[config.mk]
export PLATFORM = sky130hd
export DESIGN_NAME = pre_ctrl
export DESIGN_NICKNAME = d
export VERILOG_FILES = /design/src/design/pre_pkg.sv /design/src/design/pre_ctrl.sv
export VERILOG_INCLUDE_DIRS = /design/src /design/src/design
export SDC_FILE = /design/constraint.sdc
export NUM_CORES = 1
export LEC_CHECK = 0
export BUFFER_PORTS_ARGS = -buffer_cell sky130_fd_sc_hd__buf_2
export CORE_AREA = 3 3 40 42
export DETAILED_ROUTE_END_ITERATION = 7
export DIE_AREA = 0 0 43 45
export MAX_ROUTING_LAYER = met4
export SLEW_MARGIN = 20
export SYNTH_ARGS = -nofsm -noshare
export SYNTH_HDL_FRONTEND = slang
export SYNTH_SLANG_ARGS = --single-unit
[constraint.sdc]
create_clock -name clk -period 1.9 [get_ports clk]
set_input_delay 0.38 -clock clk [delete_from_list [all_inputs] [get_ports clk]]
set_output_delay 0.38 -clock clk [all_outputs]
set_load 0.02 [all_outputs]
[src/design/page_replacement_engine_unit_defines.svh]
`ifndef PAGE_REPLACEMENT_ENGINE_UNIT_DEFINES_SVH
`define PAGE_REPLACEMENT_ENGINE_UNIT_DEFINES_SVH

// check a property on every rising edge of clk outside reset
`define PRE_ASSERT(lbl, prop, msg) \
	lbl: assert property (@(posedge clk) disable iff (!arst_n) prop) else $error(msg);

// check that a condition never holds outside reset
`define PRE_NEVER(lbl, cond, msg) \
	lbl: assert property (@(posedge clk) disable iff (!arst_n) !(cond)) else $error(msg);

`endif

[src/design/pre_pkg.sv]
package pre_pkg;

	localparam int MAX_FRAMES_DEF = 16;
	localparam int PAGE_BITS_DEF  = 8;

	localparam int USE_W   = 16;
	localparam int TIME_W  = 32;
	localparam int CNT_W   = 32;
	localparam int POL_W   = 2;
	localparam int FIU_W   = 5;
	localparam int SLOT_W  = 4;
	localparam int EPG_W   = 8;
	localparam int PGIN_W  = 8;
	localparam int CFG_W   = 5;
	localparam int CIDX_W  = 1;

	localparam logic [POL_W-1:0] POL_LFU   = 2'd1;
	localparam logic [POL_W-1:0] POL_CLOCK = 2'd2;

	localparam logic [CIDX_W-1:0] REG_POLICY = 1'd0;
	localparam logic [CIDX_W-1:0] REG_FRAMES = 1'd1;

	localparam logic [FIU_W-1:0] FRAMES_RESET = 5'd16;

	typedef enum logic [3:0] {
		ST_INIT_CLR,
		ST_IDLE,
		ST_CLR,
		ST_HIST_RD,
		ST_HIST_WB,
		ST_SCAN,
		ST_DECIDE,
		ST_CLOCK,
		ST_FRM_RD,
		ST_WRITE,
		ST_DONE
	} state_t;

	typedef struct packed {
		logic accept;
		logic clr_en;
		logic hist_wb;
		logic scan_step;
		logic decide;
		logic clock_step;
		logic commit;
		logic load_out;
	} cmd_t;

	typedef struct packed {
		logic req;
		logic restart;
		logic clr_last;
		logic scan_done;
		logic need_clock;
		logic clock_found;
		logic out_free;
	} status_t;

endpackage

[src/design/pre_ctrl.sv]
`include "page_replacement_engine_unit_defines.svh"

module pre_ctrl import pre_pkg::*; (
	input  logic    clk,
	input  logic    arst_n,
	input  status_t status,
	output cmd_t    cmd,
	output logic    in_ready
);

	state_t state_q, state_d;

	always_ff @(posedge clk or negedge arst_n) begin
		if (!arst_n) begin
			state_q <= ST_INIT_CLR;
		end else begin
			state_q <= state_d;
		end
	end

	always_comb begin
		state_d  = state_q;
		cmd      = '0;
		in_ready = 1'b0;
		case (state_q)
			ST_INIT_CLR: begin
				cmd.clr_en = 1'b1;
				if (status.clr_last) state_d = ST_IDLE;
			end
			ST_IDLE: begin
				in_ready = 1'b1;
				if (status.req) begin
					cmd.accept = 1'b1;
					state_d = status.restart ? ST_CLR : ST_HIST_RD;
				end
			end
			ST_CLR: begin
				cmd.clr_en = 1'b1;
				if (status.clr_last) state_d = ST_HIST_RD;
			end
			ST_HIST_RD: state_d = ST_HIST_WB;
			ST_HIST_WB: begin
				cmd.hist_wb = 1'b1;
				state_d = ST_SCAN;
			end
			ST_SCAN: begin
				cmd.scan_step = 1'b1;
				if (status.scan_done) state_d = ST_DECIDE;
			end
			ST_DECIDE: begin
				cmd.decide = 1'b1;
				state_d = status.need_clock ? ST_CLOCK : ST_FRM_RD;
			end
			ST_CLOCK: begin
				cmd.clock_step = 1'b1;
				if (status.clock_found) state_d = ST_FRM_RD;
			end
			ST_FRM_RD: state_d = ST_WRITE;
			ST_WRITE: begin
				cmd.commit = 1'b1;
				state_d = ST_DONE;
			end
			ST_DONE: begin
				if (status.out_free) begin
					cmd.load_out = 1'b1;
					state_d = ST_IDLE;
				end
			end
			default: state_d = ST_IDLE;
		endcase
	end

	`PRE_ASSERT(a_accept_next, cmd.accept |=> (state_q == ST_CLR || state_q == ST_HIST_RD), "accept did not start work")
	`PRE_NEVER(a_load_blocked, cmd.load_out && !status.out_free, "result loaded over a waiting word")

endmodule

==> implementation parameters <==
Parameter                              Value

GRT
  Total gr overflow    0
  Vias in the first global route    364
  Maximum number of pins on one net before global-route repair    13
  Total GRT Usage    11.00%
  Antenna violations before repair    0
  First-pass GRT wire length    1.538 mm

Synth
  Number of flip-flops and latches in the synthesized netlist    4
  Sequential fraction of the synthesis area    25.72%
  Cell count after synthesis    45
  Number of synthesis warnings    0
  Cell area after technology mapping    389.1 um^2
  Net count after synthesis    54
  Avg Inst Size Synth    8.647 um^2
  Unique masters post-synth    21

Pwr
  Switching Share    45.53%
  Static leakage    0.0002476 uW
  Power density over the cells    1755 nW/um^2
  Internal portion of total power    473.6 uW
  Sequential share of power    27.5%
  Design Power    869.4 uW
  Peak ir drop on the vdd network    0.4747 mV
  Clock Power Share    12.2%
  Part of the total power dissipated in combinational logic    60.4%
  Net switching power    395.8 uW

Clock network
  Total clock buffers created by CTS    3
  # Post-CTS Setup Buffers    0
  Number of levels in the clock H-tree    1
  Clock input transition at the sequential cells of the worst setup and hold paths    0.04 ns
  Clock sink total    4
  CTS tree    done
  Hold buffers post-CTS    1
  Resized Gates After CTS    0
  Cell chosen for the clock root    clkbuf_4
  Clock insertion delay at the later pin of the skew report    0.23 ns
  Clk buf depth    2

STA
  Least-Margin Pin Slew    0.3634 ns
  Number of slew-limit violations in the final report    0
  Clock Skews    0.003411 ns
  Remaining max-slew budget at the tightest pin    75.78%
  RSZ-0062 raised after global routing    no
  Final period util    93.00%
  Count of final hold-check violations    0
  Hold WS    0.4827 ns
  Setup slack after layout    0.1331 ns
  Number of failing setup endpoints in the final timing report    0
  Sum Neg Setup Slack    0 ns
  Highest clock rate    566.0 MHz
  Final period demand of the worst path    1.767 ns

Final layout
  Area growth from synthesis to final layout    27.33%
  Fraction of layout instances using a drive strength above 1    40.32%
  Biggest register    state_q
  Registers with the highest flip-flop counts    state_q (4)
  Utilization of the core after routing    38.56%
  Antenna fix cells    0
  Leading cell type in the layout, fill and taps excluded    buf_2
  Max FFs per register    4
  Number of nets in the layout    73
  Most frequent cells in the layout    buf_2 (17), nor2_1 (7), nand2b_1 (4), nor3_1 (4), dfrtp_1 (4)

Place
  I/O Buffers    17
  Half-perimeter wire length of the detailed placement result    690.7 um
  Worst-case setup slack after placement    0.2463 ns
  Final RePlAce weighted congestion    0.7645

Routing
  Routed vias/inst    5.000
  Number of DRC violations after detailed routing    0
  Detail Route Antenna Nets    0
  Total length of routed wires    893 um
  Number of DRC markers in iteration 0    1
  Vias after detailed routing    385
  First drt pass iteration count    2
  Wire per inst    11.60 um

Floorplanning
  Die Y    45 um
  Die Area    1935 um^2
  Std cell rows    13
  Area inside the core boundary    1285 um^2
  Die W    43 um
  Starting density of the core    30.28%
  Num ports    18

Critical path
  R2R Path Start    state_q[1]$_DFFE_PN0P_
  Stage delay of the slowest cell on the critical path    0.48 ns
  Worst-case reg-to-reg path depth    4
  Critical Path RT    1.52 ns
  Setup slack, reg-to-reg    0.24 ns
  Critical path endpoint category    primary output
  Worst setup SP type    register
  RR Endpoint    state_q[3]$_DFFE_PN0P_
  Critical Setup Path Class    register to primary output
  Sequence of cells on the critical path    nand2b_4, nor3_1, and2_1, buf_2
  Arrival time worst endpoint    1.39 ns
  Endpoint of the worst setup timing path    cmd[7]
  CP Launch Point    state_q[1]$_DFFE_PN0P_
  Maximum net fanout on the critical path    10
  Crit-path slowest cell    dfrtp_1

Status
  Outcome    complete, no violations

Worst hold path
  Worst Hold Class    primary input to asynchronous set/reset pin

Flow run
  Max-cap violations    0
## area by class of cell
cell class                 count  area [um^2]
clock buffer                   3        22.52
multi-input combinational     35        251.5
sequential                     4        100.1
timing repair buffer          18        95.09
tap                           15        18.77
inverter                       2        7.507
fill                         145        789.5
## critical path: cells and delay by family, from the launching register on
family	cells	cell delay, ns
buf+inv	1	0.15
flops	1	0.48
simple gates	3	0.52
## metal layers
metal	vias to the layer above	part of all wire [%]	global-route usage [%]
met2	11	46	17.37
met1	178	47	13.08
met5	-	0	-
met3	0	6.5	1.594
li1	196	-	-
met4	0	0	7.229
## power groups by stage
| stage | sequential [uW] | clock [uW] | combinational [uW] |
|---|---|---|---|
| after floorplan | 143 | 0 | 547 |
| after global routing | 251 | 121 | 573 |
| after detailed placement | 238 | 0 | 527 |
| after CTS | 237 | 111 | 531 |
| final | 239 | 106 | 525 |
| after global placement | 236 | 0 | 528 |
## worst min-delay path by stage
stage	slack [ns]	cells after the start	startpoint	end
final	0.48	2	arst_n	state_q[0]$_DFFE_PN0P_
after global routing	0.49	2	arst_n	state_q[0]$_DFFE_PN0P_
after CTS	0.48	2	arst_n	state_q[0]$_DFFE_PN0P_
after detailed placement	0.19	1	arst_n	state_q[3]$_DFFE_PN0P_
after global placement	0.19	1	arst_n	state_q[3]$_DFFE_PN0P_
after floorplan	0.08	0	arst_n	state_q[0]$_DFFE_PN0P_
## synth_stat cells, drive strengths merged
cell	n	area share [%]
mux2	3	12
nand2	1	0.96
o21ai	2	2.6
o211a	1	4.5
clkbuf	2	1.9
nor2	7	6.8
o22ai	1	1.6
dfrtp	4	26
inv	2	1.9
o32ai	1	2.3
o32a	2	5.1
buf	2	5.8
nand2b	5	10
nor2b	1	1.6
mux2i	1	2.6
and2	2	3.2
nand4b	1	2.3
or2b	1	1.9
nor3	4	5.1
a21oi	2	2.6
## per-stage QoR
stage	std cells	area (um^2)
2_1_floorplan	45	389.1
3_3_place_gp	73	462.9
3_5_place_dp	73	462.9
4_1_cts	77	495.5
5_1_grt	77	495.5
6_report	77	495.5
## logic make-up (layout without fill, tap and decap cells)
kind of cell | Yosys count | count (layout) | synth area share (%)
and+or+nand+nor | 22 | 22 | 31.83
buffers and inverters | 6 | 23 | 9.647
AOI/OAI and AO/OA | 9 | 9 | 18.65
muxes | 4 | 4 | 14.15
DFF | 4 | 4 | 25.72
(Power assumes the default switching activity.)
